===== src/rtl/bda_pkg.sv =====
// Shared types, codes and constants of the deadlock avoidance allocator.
package bda_pkg;

   localparam int NUM_TYPES             = 3;
   localparam int UNIT_W                = 8;
   localparam int ROW_W                 = NUM_TYPES * UNIT_W;
   localparam int DEFAULT_NUM_CUSTOMERS = 8;

   typedef logic [NUM_TYPES-1:0][UNIT_W-1:0] unit_row_type;

   typedef enum logic [1:0] {
      MODE_REQUEST = 2'd0,
      MODE_RELEASE = 2'd1,
      MODE_CLAIM   = 2'd2
   } mode_type;

   typedef enum logic [2:0] {
      STS_GRANTED      = 3'd0,
      STS_EXCEEDS      = 3'd1,
      STS_LACKING      = 3'd2,
      STS_UNSAFE       = 3'd3,
      STS_RELEASED     = 3'd4,
      STS_OVER_RELEASE = 3'd5,
      STS_CLAIM_LOW    = 3'd6
   } status_type;

   typedef enum logic [1:0] {
      CSR_TOTAL_A = 2'd0,
      CSR_TOTAL_B = 2'd1,
      CSR_TOTAL_C = 2'd2
   } csr_index_type;

   // Commands from the controller to the datapath.
   typedef struct packed {
      logic accept;
      logic check;
      logic scan;
      logic decide;
      logic commit;
      logic load_rsp;
   } ctl_cmd_type;

   // Status from the datapath to the controller.
   typedef struct packed {
      logic need_scan;
      logic scan_last;
      logic restart;
   } dp_stat_type;

endpackage


===== src/rtl/bda_ram.sv =====
// Generic single-write, single-read RAM with registered read data.
module bda_ram
   import bda_pkg::*;
#(
   parameter int WIDTH = ROW_W,
   parameter int DEPTH = DEFAULT_NUM_CUSTOMERS
) (
   input  logic                     clock,
   input  logic                     wr_en,
   input  logic [$clog2(DEPTH)-1:0] wr_addr,
   input  logic [WIDTH-1:0]         wr_data,
   input  logic [$clog2(DEPTH)-1:0] rd_addr,
   output logic [WIDTH-1:0]         rd_data
);

   logic [WIDTH-1:0] mem_ff [DEPTH];
   logic [WIDTH-1:0] rd_data_ff;

   always_ff @(posedge clock) begin
      if (wr_en) begin
         mem_ff[wr_addr] <= wr_data;
      end
      rd_data_ff <= mem_ff[rd_addr];
   end

   assign rd_data = rd_data_ff;

endmodule


===== src/rtl/bda_ctrl.sv =====
// Sequencing state machine of the deadlock avoidance allocator.
module bda_ctrl
   import bda_pkg::*;
(
   input  logic        clock,
   input  logic        reset,
   input  logic        req_valid,
   output logic        req_ready,
   output logic        rsp_valid,
   input  logic        rsp_ready,
   output ctl_cmd_type cmd,
   input  dp_stat_type stat
);

   typedef enum logic [7:0] {
      S_IDLE   = 8'b0000_0001,
      S_LOOKUP = 8'b0000_0010,
      S_CHECK  = 8'b0000_0100,
      S_SCAN   = 8'b0000_1000,
      S_DRAIN  = 8'b0001_0000,
      S_DECIDE = 8'b0010_0000,
      S_COMMIT = 8'b0100_0000,
      S_FINISH = 8'b1000_0000
   } state_type;

   state_type state_ff, state_in;
   logic      rsp_valid_ff, rsp_valid_in;

   always_comb begin
      state_in  = state_ff;
      cmd       = '0;
      req_ready = 1'b0;
      unique case (state_ff)
         S_IDLE: begin
            req_ready = 1'b1;
            if (req_valid) begin
               cmd.accept = 1'b1;
               state_in   = S_LOOKUP;
            end
         end
         S_LOOKUP: begin
            state_in = S_CHECK;
         end
         S_CHECK: begin
            cmd.check = 1'b1;
            state_in  = stat.need_scan ? S_SCAN : S_COMMIT;
         end
         S_SCAN: begin
            cmd.scan = 1'b1;
            if (stat.scan_last) begin
               state_in = S_DRAIN;
            end
         end
         S_DRAIN: begin
            state_in = S_DECIDE;
         end
         S_DECIDE: begin
            cmd.decide = 1'b1;
            state_in   = stat.restart ? S_SCAN : S_COMMIT;
         end
         S_COMMIT: begin
            cmd.commit = 1'b1;
            state_in   = S_FINISH;
         end
         S_FINISH: begin
            if (!rsp_valid_ff || rsp_ready) begin
               cmd.load_rsp = 1'b1;
               state_in     = S_IDLE;
            end
         end
         default: begin
            state_in = S_IDLE;
         end
      endcase
   end

   always_comb begin
      rsp_valid_in = rsp_valid_ff;
      if (cmd.load_rsp) begin
         rsp_valid_in = 1'b1;
      end else if (rsp_ready) begin
         rsp_valid_in = 1'b0;
      end
   end

   always_ff @(posedge clock) begin
      if (reset) begin
         state_ff     <= S_IDLE;
         rsp_valid_ff <= 1'b0;
      end else begin
         state_ff     <= state_in;
         rsp_valid_ff <= rsp_valid_in;
      end
   end

   assign rsp_valid = rsp_valid_ff;

endmodule


===== src/rtl/bda_datapath.sv =====
// Tables, running sums, checks and safety scan of the allocator.
module bda_datapath
   import bda_pkg::*;
#(
   parameter int NUM_CUSTOMERS = DEFAULT_NUM_CUSTOMERS
) (
   input  logic              clock,
   input  logic              reset,
   input  logic [1:0]        req_mode,
   input  logic [2:0]        req_customer,
   input  logic [UNIT_W-1:0] req_amount_a,
   input  logic [UNIT_W-1:0] req_amount_b,
   input  logic [UNIT_W-1:0] req_amount_c,
   input  logic              csr_write,
   input  logic [1:0]        csr_index,
   input  logic [UNIT_W-1:0] csr_data,
   input  ctl_cmd_type       cmd,
   output dp_stat_type       stat,
   output logic [2:0]        rsp_status,
   output logic [UNIT_W-1:0] rsp_avail_a,
   output logic [UNIT_W-1:0] rsp_avail_b,
   output logic [UNIT_W-1:0] rsp_avail_c,
   output logic [UNIT_W-1:0] rsp_held_a,
   output logic [UNIT_W-1:0] rsp_held_b,
   output logic [UNIT_W-1:0] rsp_held_c
);

   localparam int CIDX_W = $clog2(NUM_CUSTOMERS);
   localparam int SUM_W  = UNIT_W + CIDX_W;
   localparam int WORK_W = SUM_W + 1;

   // item fields
   logic [1:0]        mode_ff;
   logic [CIDX_W-1:0] cust_ff;
   unit_row_type      amt_ff;
   logic [5:0]        cust_red;

   // configuration and running sums of holdings
   logic [NUM_TYPES-1:0][UNIT_W-1:0] total_ff;
   logic [NUM_TYPES-1:0][SUM_W-1:0]  sum_ff;
   logic [NUM_CUSTOMERS-1:0]         held_vld_ff;
   logic [NUM_CUSTOMERS-1:0]         claim_vld_ff;

   // table read port
   logic [CIDX_W-1:0] rd_addr;
   logic              rd_hvld_ff, rd_cvld_ff;
   unit_row_type      held_rd, claim_rd, held_cur, claim_cur;

   // decision registers
   status_type   status_ff;
   logic         wr_held_ff, wr_claim_ff;
   unit_row_type cur_held_ff, held_new_ff, out_held_ff;

   // safety scan
   logic [CIDX_W-1:0]                idx_ff, ev_idx_ff;
   logic                             ev_vld_ff;
   logic [NUM_CUSTOMERS-1:0]         done_ff;
   logic                             progress_ff;
   logic [NUM_TYPES-1:0][WORK_W-1:0] work_ff;
   unit_row_type                     held_e;
   logic                             fits, take;

   // check results
   logic                             over_need, lacking, over_rel, claim_low;
   logic [NUM_TYPES-1:0][UNIT_W-1:0] avail_cur, avail_tent;
   unit_row_type                     tent_row, rel_row;

   // response register
   status_type                       rsp_status_ff;
   logic [NUM_TYPES-1:0][UNIT_W-1:0] rsp_avail_ff;
   unit_row_type                     rsp_held_ff;

   // Fold the customer index into range by repeated subtraction.
   always_comb begin
      cust_red = {3'b000, req_customer};
      for (int k = 0; k < 3; k++) begin
         if (cust_red >= 6'(NUM_CUSTOMERS)) begin
            cust_red = cust_red - 6'(NUM_CUSTOMERS);
         end
      end
   end

   assign rd_addr = cmd.scan ? idx_ff : cust_ff;

   bda_ram #(.WIDTH(ROW_W), .DEPTH(NUM_CUSTOMERS)) u_held_ram (
      .clock   (clock),
      .wr_en   (cmd.commit && wr_held_ff),
      .wr_addr (cust_ff),
      .wr_data (held_new_ff),
      .rd_addr (rd_addr),
      .rd_data (held_rd)
   );

   bda_ram #(.WIDTH(ROW_W), .DEPTH(NUM_CUSTOMERS)) u_claim_ram (
      .clock   (clock),
      .wr_en   (cmd.commit && wr_claim_ff),
      .wr_addr (cust_ff),
      .wr_data (amt_ff),
      .rd_addr (rd_addr),
      .rd_data (claim_rd)
   );

   // Rows never written read as zero.
   assign held_cur  = rd_hvld_ff ? held_rd : '0;
   assign claim_cur = rd_cvld_ff ? claim_rd : '0;

   always_comb begin
      logic [UNIT_W-1:0] need_c;
      logic [SUM_W-1:0]  sum_t;
      over_need = 1'b0;
      lacking   = 1'b0;
      over_rel  = 1'b0;
      claim_low = 1'b0;
      for (int t = 0; t < NUM_TYPES; t++) begin
         need_c = (claim_cur[t] > held_cur[t]) ? claim_cur[t] - held_cur[t] : '0;
         avail_cur[t] = (SUM_W'(total_ff[t]) > sum_ff[t]) ?
                        UNIT_W'(SUM_W'(total_ff[t]) - sum_ff[t]) : '0;
         sum_t = sum_ff[t] + SUM_W'(amt_ff[t]);
         avail_tent[t] = (SUM_W'(total_ff[t]) > sum_t) ?
                         UNIT_W'(SUM_W'(total_ff[t]) - sum_t) : '0;
         tent_row[t] = held_cur[t] + amt_ff[t];
         rel_row[t]  = held_cur[t] - amt_ff[t];
         if (amt_ff[t] > need_c) over_need = 1'b1;
         if (amt_ff[t] > avail_cur[t]) lacking = 1'b1;
         if (amt_ff[t] > held_cur[t]) over_rel = 1'b1;
         if (amt_ff[t] < held_cur[t]) claim_low = 1'b1;
      end
   end

   // One customer per cycle: the tentative row stands in for the requester.
   always_comb begin
      logic [UNIT_W-1:0] need_e;
      held_e = (ev_idx_ff == cust_ff) ? held_new_ff : held_cur;
      fits   = 1'b1;
      for (int t = 0; t < NUM_TYPES; t++) begin
         need_e = (claim_cur[t] > held_e[t]) ? claim_cur[t] - held_e[t] : '0;
         if (WORK_W'(need_e) > work_ff[t]) fits = 1'b0;
      end
      take = ev_vld_ff && !done_ff[ev_idx_ff] && fits;
   end

   assign stat.need_scan = (mode_ff == MODE_REQUEST) && !over_need && !lacking;
   assign stat.scan_last = (idx_ff == CIDX_W'(NUM_CUSTOMERS - 1));
   assign stat.restart   = !(&done_ff) && progress_ff;

   always_ff @(posedge clock) begin
      if (reset) begin
         total_ff     <= '0;
         sum_ff       <= '0;
         held_vld_ff  <= '0;
         claim_vld_ff <= '0;
         ev_vld_ff    <= 1'b0;
      end else begin
         ev_vld_ff <= cmd.scan;
         if (csr_write) begin
            unique case (csr_index)
               CSR_TOTAL_A: total_ff[0] <= csr_data;
               CSR_TOTAL_B: total_ff[1] <= csr_data;
               CSR_TOTAL_C: total_ff[2] <= csr_data;
               default: ;
            endcase
         end
         if (cmd.commit && wr_held_ff) begin
            for (int t = 0; t < NUM_TYPES; t++) begin
               sum_ff[t] <= sum_ff[t] + SUM_W'(held_new_ff[t]) - SUM_W'(cur_held_ff[t]);
            end
            held_vld_ff[cust_ff] <= 1'b1;
         end
         if (cmd.commit && wr_claim_ff) begin
            claim_vld_ff[cust_ff] <= 1'b1;
         end
      end
   end

   always_ff @(posedge clock) begin
      rd_hvld_ff <= held_vld_ff[rd_addr];
      rd_cvld_ff <= claim_vld_ff[rd_addr];
      ev_idx_ff  <= idx_ff;

      if (cmd.accept) begin
         mode_ff   <= req_mode;
         cust_ff   <= cust_red[CIDX_W-1:0];
         amt_ff[0] <= req_amount_a;
         amt_ff[1] <= req_amount_b;
         amt_ff[2] <= req_amount_c;
      end

      if (cmd.check) begin
         cur_held_ff <= held_cur;
         out_held_ff <= held_cur;
         held_new_ff <= held_cur;
         wr_held_ff  <= 1'b0;
         wr_claim_ff <= 1'b0;
         status_ff   <= STS_GRANTED;
         unique case (mode_ff)
            MODE_REQUEST: begin
               priority if (over_need) begin
                  status_ff <= STS_EXCEEDS;
               end else if (lacking) begin
                  status_ff <= STS_LACKING;
               end else begin
                  // hold as unsafe until the scan finishes every customer
                  status_ff   <= STS_UNSAFE;
                  held_new_ff <= tent_row;
               end
            end
            MODE_RELEASE: begin
               if (over_rel) begin
                  status_ff <= STS_OVER_RELEASE;
               end else begin
                  status_ff   <= STS_RELEASED;
                  held_new_ff <= rel_row;
                  out_held_ff <= rel_row;
                  wr_held_ff  <= 1'b1;
               end
            end
            MODE_CLAIM: begin
               if (claim_low) begin
                  status_ff <= STS_CLAIM_LOW;
               end else begin
                  wr_claim_ff <= 1'b1;
               end
            end
            default: ;
         endcase
      end else if (cmd.decide && (&done_ff)) begin
         status_ff   <= STS_GRANTED;
         wr_held_ff  <= 1'b1;
         out_held_ff <= held_new_ff;
      end

      // scan bookkeeping
      if (cmd.check) begin
         idx_ff      <= '0;
         done_ff     <= '0;
         progress_ff <= 1'b0;
         for (int t = 0; t < NUM_TYPES; t++) begin
            work_ff[t] <= WORK_W'(avail_tent[t]);
         end
      end else if (cmd.decide) begin
         idx_ff      <= '0;
         progress_ff <= 1'b0;
      end else begin
         if (cmd.scan) begin
            idx_ff <= idx_ff + CIDX_W'(1);
         end
         if (take) begin
            done_ff[ev_idx_ff] <= 1'b1;
            progress_ff        <= 1'b1;
            for (int t = 0; t < NUM_TYPES; t++) begin
               work_ff[t] <= work_ff[t] + WORK_W'(held_e[t]);
            end
         end
      end

      if (cmd.load_rsp) begin
         rsp_status_ff <= status_ff;
         rsp_avail_ff  <= avail_cur;
         rsp_held_ff   <= out_held_ff;
      end
   end

   assign rsp_status  = rsp_status_ff;
   assign rsp_avail_a = rsp_avail_ff[0];
   assign rsp_avail_b = rsp_avail_ff[1];
   assign rsp_avail_c = rsp_avail_ff[2];
   assign rsp_held_a  = rsp_held_ff[0];
   assign rsp_held_b  = rsp_held_ff[1];
   assign rsp_held_c  = rsp_held_ff[2];

endmodule


===== src/rtl/bankers_deadlock_avoidance.sv =====
// Top level of the banker's algorithm deadlock avoidance allocator.
//
//   Channel  Direction  Handshake              Carries
//   req_     in         req_valid / req_ready  mode, customer, amount_a/b/c
//   rsp_     out        rsp_valid / rsp_ready  status, avail_a/b/c, held_a/b/c
//   csr_     in         csr_valid / csr_ready  csr_index (0..2 = total A..C), csr_data
//
// Sequence: release, claim, refused request and unused mode pass lookup, check, commit
// and finish before rsp_valid rises. A scanned request adds up to N scan passes,
// N = NUM_CUSTOMERS, each reading every customer row, then a drain and a decide.
// Reset clears totals, holding sums and row valid bits; no clearing pass.
// One item is in flight at a time; the result register lets the next item be
// accepted while a result waits on rsp_ready. csr_ready is always high.
module bankers_deadlock_avoidance
   import bda_pkg::*;
#(
   parameter int NUM_CUSTOMERS = DEFAULT_NUM_CUSTOMERS
) (
   input  logic              clock,
   input  logic              reset,
   // item input
   input  logic              req_valid,
   output logic              req_ready,
   input  logic [1:0]        req_mode,
   input  logic [2:0]        req_customer,
   input  logic [UNIT_W-1:0] req_amount_a,
   input  logic [UNIT_W-1:0] req_amount_b,
   input  logic [UNIT_W-1:0] req_amount_c,
   // result output
   output logic              rsp_valid,
   input  logic              rsp_ready,
   output logic [2:0]        rsp_status,
   output logic [UNIT_W-1:0] rsp_avail_a,
   output logic [UNIT_W-1:0] rsp_avail_b,
   output logic [UNIT_W-1:0] rsp_avail_c,
   output logic [UNIT_W-1:0] rsp_held_a,
   output logic [UNIT_W-1:0] rsp_held_b,
   output logic [UNIT_W-1:0] rsp_held_c,
   // configuration writes
   input  logic              csr_valid,
   output logic              csr_ready,
   input  logic [1:0]        csr_index,
   input  logic [UNIT_W-1:0] csr_data
);

   ctl_cmd_type cmd;
   dp_stat_type stat;

   // Totals are plain registers: take every write at once.
   assign csr_ready = 1'b1;

   // Sequence lookup, check, scan passes, commit and result load.
   bda_ctrl u_ctrl (
      .clock     (clock),
      .reset     (reset),
      .req_valid (req_valid),
      .req_ready (req_ready),
      .rsp_valid (rsp_valid),
      .rsp_ready (rsp_ready),
      .cmd       (cmd),
      .stat      (stat)
   );

   // Hold tables, sums, the safety scan and the result register.
   bda_datapath #(.NUM_CUSTOMERS(NUM_CUSTOMERS)) u_datapath (
      .clock        (clock),
      .reset        (reset),
      .req_mode     (req_mode),
      .req_customer (req_customer),
      .req_amount_a (req_amount_a),
      .req_amount_b (req_amount_b),
      .req_amount_c (req_amount_c),
      .csr_write    (csr_valid && csr_ready),
      .csr_index    (csr_index),
      .csr_data     (csr_data),
      .cmd          (cmd),
      .stat         (stat),
      .rsp_status   (rsp_status),
      .rsp_avail_a  (rsp_avail_a),
      .rsp_avail_b  (rsp_avail_b),
      .rsp_avail_c  (rsp_avail_c),
      .rsp_held_a   (rsp_held_a),
      .rsp_held_b   (rsp_held_b),
      .rsp_held_c   (rsp_held_c)
   );

endmodule

===== config.mk =====
export PLATFORM = sky130hd
export DESIGN_NAME = bankers_deadlock_avoidance
export DESIGN_NICKNAME = d
export VERILOG_FILES = /design/src/rtl/bda_pkg.sv /design/src/rtl/bda_ram.sv /design/src/rtl/bda_ctrl.sv /design/src/rtl/bda_datapath.sv /design/src/rtl/bankers_deadlock_avoidance.sv
export SDC_FILE = /design/constraint.sdc
export NUM_CORES = 2
export LEC_CHECK = 0
export BUFFER_PORTS_ARGS = -buffer_cell sky130_fd_sc_hd__buf_2
export CAP_MARGIN = 20
export CORE_ASPECT_RATIO = 1.4
export CORE_MARGIN = 1.5
export CORE_UTILIZATION = 60
export DETAILED_ROUTE_END_ITERATION = 8
export PLACE_DENSITY = 0.77
export SETUP_SLACK_MARGIN = 0.2
export SYNTH_ARGS = -nofsm -noshare
export SYNTH_HDL_FRONTEND = slang
export SYNTH_SLANG_ARGS = --single-unit

===== constraint.sdc =====
create_clock -name clock -period 17.8 [get_ports clock]
set_input_delay 1.78 -clock clock [delete_from_list [all_inputs] [get_ports clock]]
set_output_delay 1.78 -clock clock [all_outputs]
set_load 0.02 [all_outputs]

==> results.cfg <==
[floorplan]
die_area_mm2 = 0.0668
row_count = 110
die_w_um = 219
die_height_um = 305
ios = 98
start_util_pct = 60.8
core-area_mm2 = 0.0644

[worst_setup_path]
worst-path-max-fanout = 48
worstPathArrival_ns = 6.73
slowest_delay_ns = 0.59
crit_path_frequent_cell = a21oi_1
path_class = register to register
path_buf_inv = 3
critPathRequiredTime_ns = 18.28
crit_family = simple AND/OR/NAND/NOR gates
cp-start-kind = register
slowest_stage = edfxtp_1
crit_path_end_kind = register

[sta]
rsz0062_at_grt = false
worst_slack_ns = 11.55
timing.final.setup_violations = 0
period_minus_slack_ns = 6.25
fin_crit_sh_pct = 35.1
slew_headroom_pct = 28.2
fin_hold_ws_ns = 0.409
tightest_slew_ns = 1.07
slew_violations = 0
skew_ns = 0.0336
final_hold_viol_count = 0
fmax_mhz = 160
timing.setup.tns_ns = 0

[place]
gp_congestion = 1.03
dp.cells = 4514
dp_hpwl_um = 75600
port_buffers = 96
dp_slack_ns = 11.65

[status]
outcome = completed

[power_and_ir_drop]
p_leak_nw = 17.0
peakVddDrop_mv = 0.100
p_per_area_mw_per_mm2 = 107

[logic_synthesis]
synth_nets = 4055
synth_top_area_cell = edfxtp_1
synth_area_per_cell_um2 = 10.7
netlist_area_mm2 = 0.0391
synth-async-reset-ratio_pct = 0
synthCells = 3658
synth_edf_count = 565
yosys.area.top_type_share_pct = 43.4
synth_warnings = 0
synth_area_leaders = edfxtp_1, ha_1, dfxtp_1
yosysSeqAreaShare_pct = 51.5
ys_seq_elements = 725
synth_ff_type = edfxtp_1
synth_cell_type_count = 74

[hold_path]
hold_path.class = register to register

[finish]
syn_to_final_growth_pct = 9.66
drive_gt1_share_pct = 8.70
fin_cells = 4647
fillerInstances = 4970
final_util_pct = 66.6
nets = 4145

[drt]
drt_iter0_drc = 2773
num_vias = 28400
vias_per_cell = 6.11
drcViolationCount = 0
post_drt_wl_per_cell_um = 23.3
drt-pass1-iter-count = 8
ant_nets = 0
wl_um = 108000

[cts]
cts_inserted_buffers = 70
htreeDepth = 3
path_clk_slew_ns = 0.07
clock-root-buffer = clkbuf_16
cts_setup_buffers = 0
cts_tree = built
ctsResizeCount = 0
clkSinkCount = 725
cts-hold-fix-buffers = 0
cts_max_path_buffers = 3
clock_latency_ns = 0.65

[global_routing]
grt_usage_pct = 32.8
grt_overflow = 0
grt_pass1_wl_um = 163000
grt_max_degree = 81
antenna_found_initial = 1
grt_pass1_vias = 27500

[run]
drv_cap = 0
==> worst reg2reg max path: stages, from the launching register on <==
cell	delay, ns
edfxtp_1	0.59
xor2_1	0.23
nor3_2	0.19
buf_4	0.40
nand2_1	0.10
o21ai_0	0.16
ha_1	0.21
inv_1	0.06
fa_1	0.40
a21o_1	0.17
a21oi_1	0.22
o21bai_1	0.09
a21oi_1	0.17
nor2b_1	0.08
nor3_1	0.55
nor2_1	0.11
and2_1	0.19
ha_1	0.28
nor2b_1	0.13
o21a_1	0.16
o21ai_0	0.17
a21oi_1	0.18
nor4_4	0.44
inv_2	0.29
or3_1	0.44
o21ai_1	0.09
==> flip-flops by register name, indices dropped and copies added, names as in the netlist, 24 cells and up <==
signal                          count
u_datapath.u_held_ram.rd_data      24
u_datapath.amt_ff                  24
u_datapath.u_claim_ram.rd_data     24
u_datapath.work_ff                 36
u_datapath.u_held_ram.mem_ff      192
u_datapath.sum_ff                  33
u_datapath.total_ff                24
u_datapath.held_new_ff             24
u_datapath.out_held_ff             24
u_datapath.cur_held_ff             24
u_datapath.u_claim_ram.mem_ff     192
==> layer usage <==
layer	global-route usage (%)	up-vias	routed length [um]
met5	0	-	13
met4	20.0	2	7310
met3	4.35	264	8150
met2	51.9	1222	50100
met1	43.1	13600	42800
li1	-	13300	-
==> cell families (layout without fill, tap and decap cells) <==
family,Yosys count,in the layout,share of synthesized area [%]
other,1,2,0.00958
AOI/OAI and AO/OA,649,649,10.6
and+or+nand+nor,1277,1277,15.5
adders and majority gates,353,353,12.2
DFF,725,725,51.5
xor gates and xnor gates,154,154,3.45
muxes,84,84,2.23
buffers and inverters,415,563,4.45
==> report_power, final <==
group	internal, W	leakage [nW]	switching [W]	total (W)
sequential	0.00187	6.50	0.0000487	0.00192
combinational	0.000454	9.33	0.000710	0.00116
clock	0.000857	1.15	0.000672	0.00153
total	0.00318	17.0	0.00143	0.00461
==> through the flow <==
step,power (W),area (um2)
6_report,0.00461,42900
5_1_grt,0.00481,42900
4_1_cts,0.00461,42900
3_5_place_dp,0.00309,40500
3_3_place_gp,0.00308,40500
2_1_floorplan,0.00277,39100
==> worst paths after layout <==
kind	from	to	slack, ns	depth (start not counted)
max	u_datapath.cust_ff[0]$_DFFE_PP_	u_datapath.work_ff[16]$_DFFE_PP_	11.55	25
min	u_datapath.idx_ff[2]$_SDFFE_PP0P_	u_datapath.ev_idx_ff[2]$_DFF_P_	0.41	0
max reg2reg	u_datapath.cust_ff[0]$_DFFE_PP_	u_datapath.work_ff[16]$_DFFE_PP_	11.55	25
min reg2reg	u_datapath.idx_ff[2]$_SDFFE_PP0P_	u_datapath.ev_idx_ff[2]$_DFF_P_	0.41	0
==> area by class of cell <==
cell class | instances | area (um2) | share of cell area, %
flip-flops and latches | 725 | 20200 | 47.0
multi-input cells | 2518 | 17400 | 40.5
clock buffers | 91 | 1940 | 4.53
inverters | 281 | 1060 | 2.46
well taps | 840 | 1050 | 2.45
repair buffers | 152 | 933 | 2.17
clock inverters | 39 | 400 | 0.933
diodes | 1 | 2.50 | 0.00583
==> placed cells by master, fill, tap and decap left out, types with 31 or more instances in the layout <==
cell and count:
a211oi_1 33, a21o_1 61, a21oi_1 175, a32oi_1 53
and2_1 38, and3_1 76, buf_2 96, buf_4 54
clkbuf_16 72, dfxtp_1 160, edfxtp_1 565, fa_1 48
ha_1 305, inv_1 278, mux2i_1 80, nand2_1 479
nand2b_1 36, nand3_1 136, nand4_1 57, nor2_1 203
nor2b_1 61, nor3_1 67, o21a_1 32, o21ai_0 143
o22ai_1 31, or3_1 31, xnor2_1 74, xor2_1 80
==> synthesized netlist by cell type, drive strengths merged, types with 3 or more instances <==
cell	number
and3	76
nand4	57
a21o	61
o22ai	33
dfxtp	160
mux2i	81
a21boi	9
o21ai	154
a22oi	8
or2	13
o311ai	3
a2111oi	7
xor2	80
fa	48
nand2	481
or3	31
inv	279
a211oi	33
o21ba	7
or4	7
nand3b	13
clkbuf	71
and4	3
nor4	11
o31ai	6
buf	63
o21a	32
a32oi	53
nor3b	10
o211ai	20
nand2b	36
o311a	4
and2	40
edfxtp	565
ha	305
xnor2	74
a31oi	6
nor2	215
nor2b	64
o21bai	21
a21oi	175
nor3	77
nand3	136
nand4b	3
a31o	3
(Power assumes the default switching activity.)
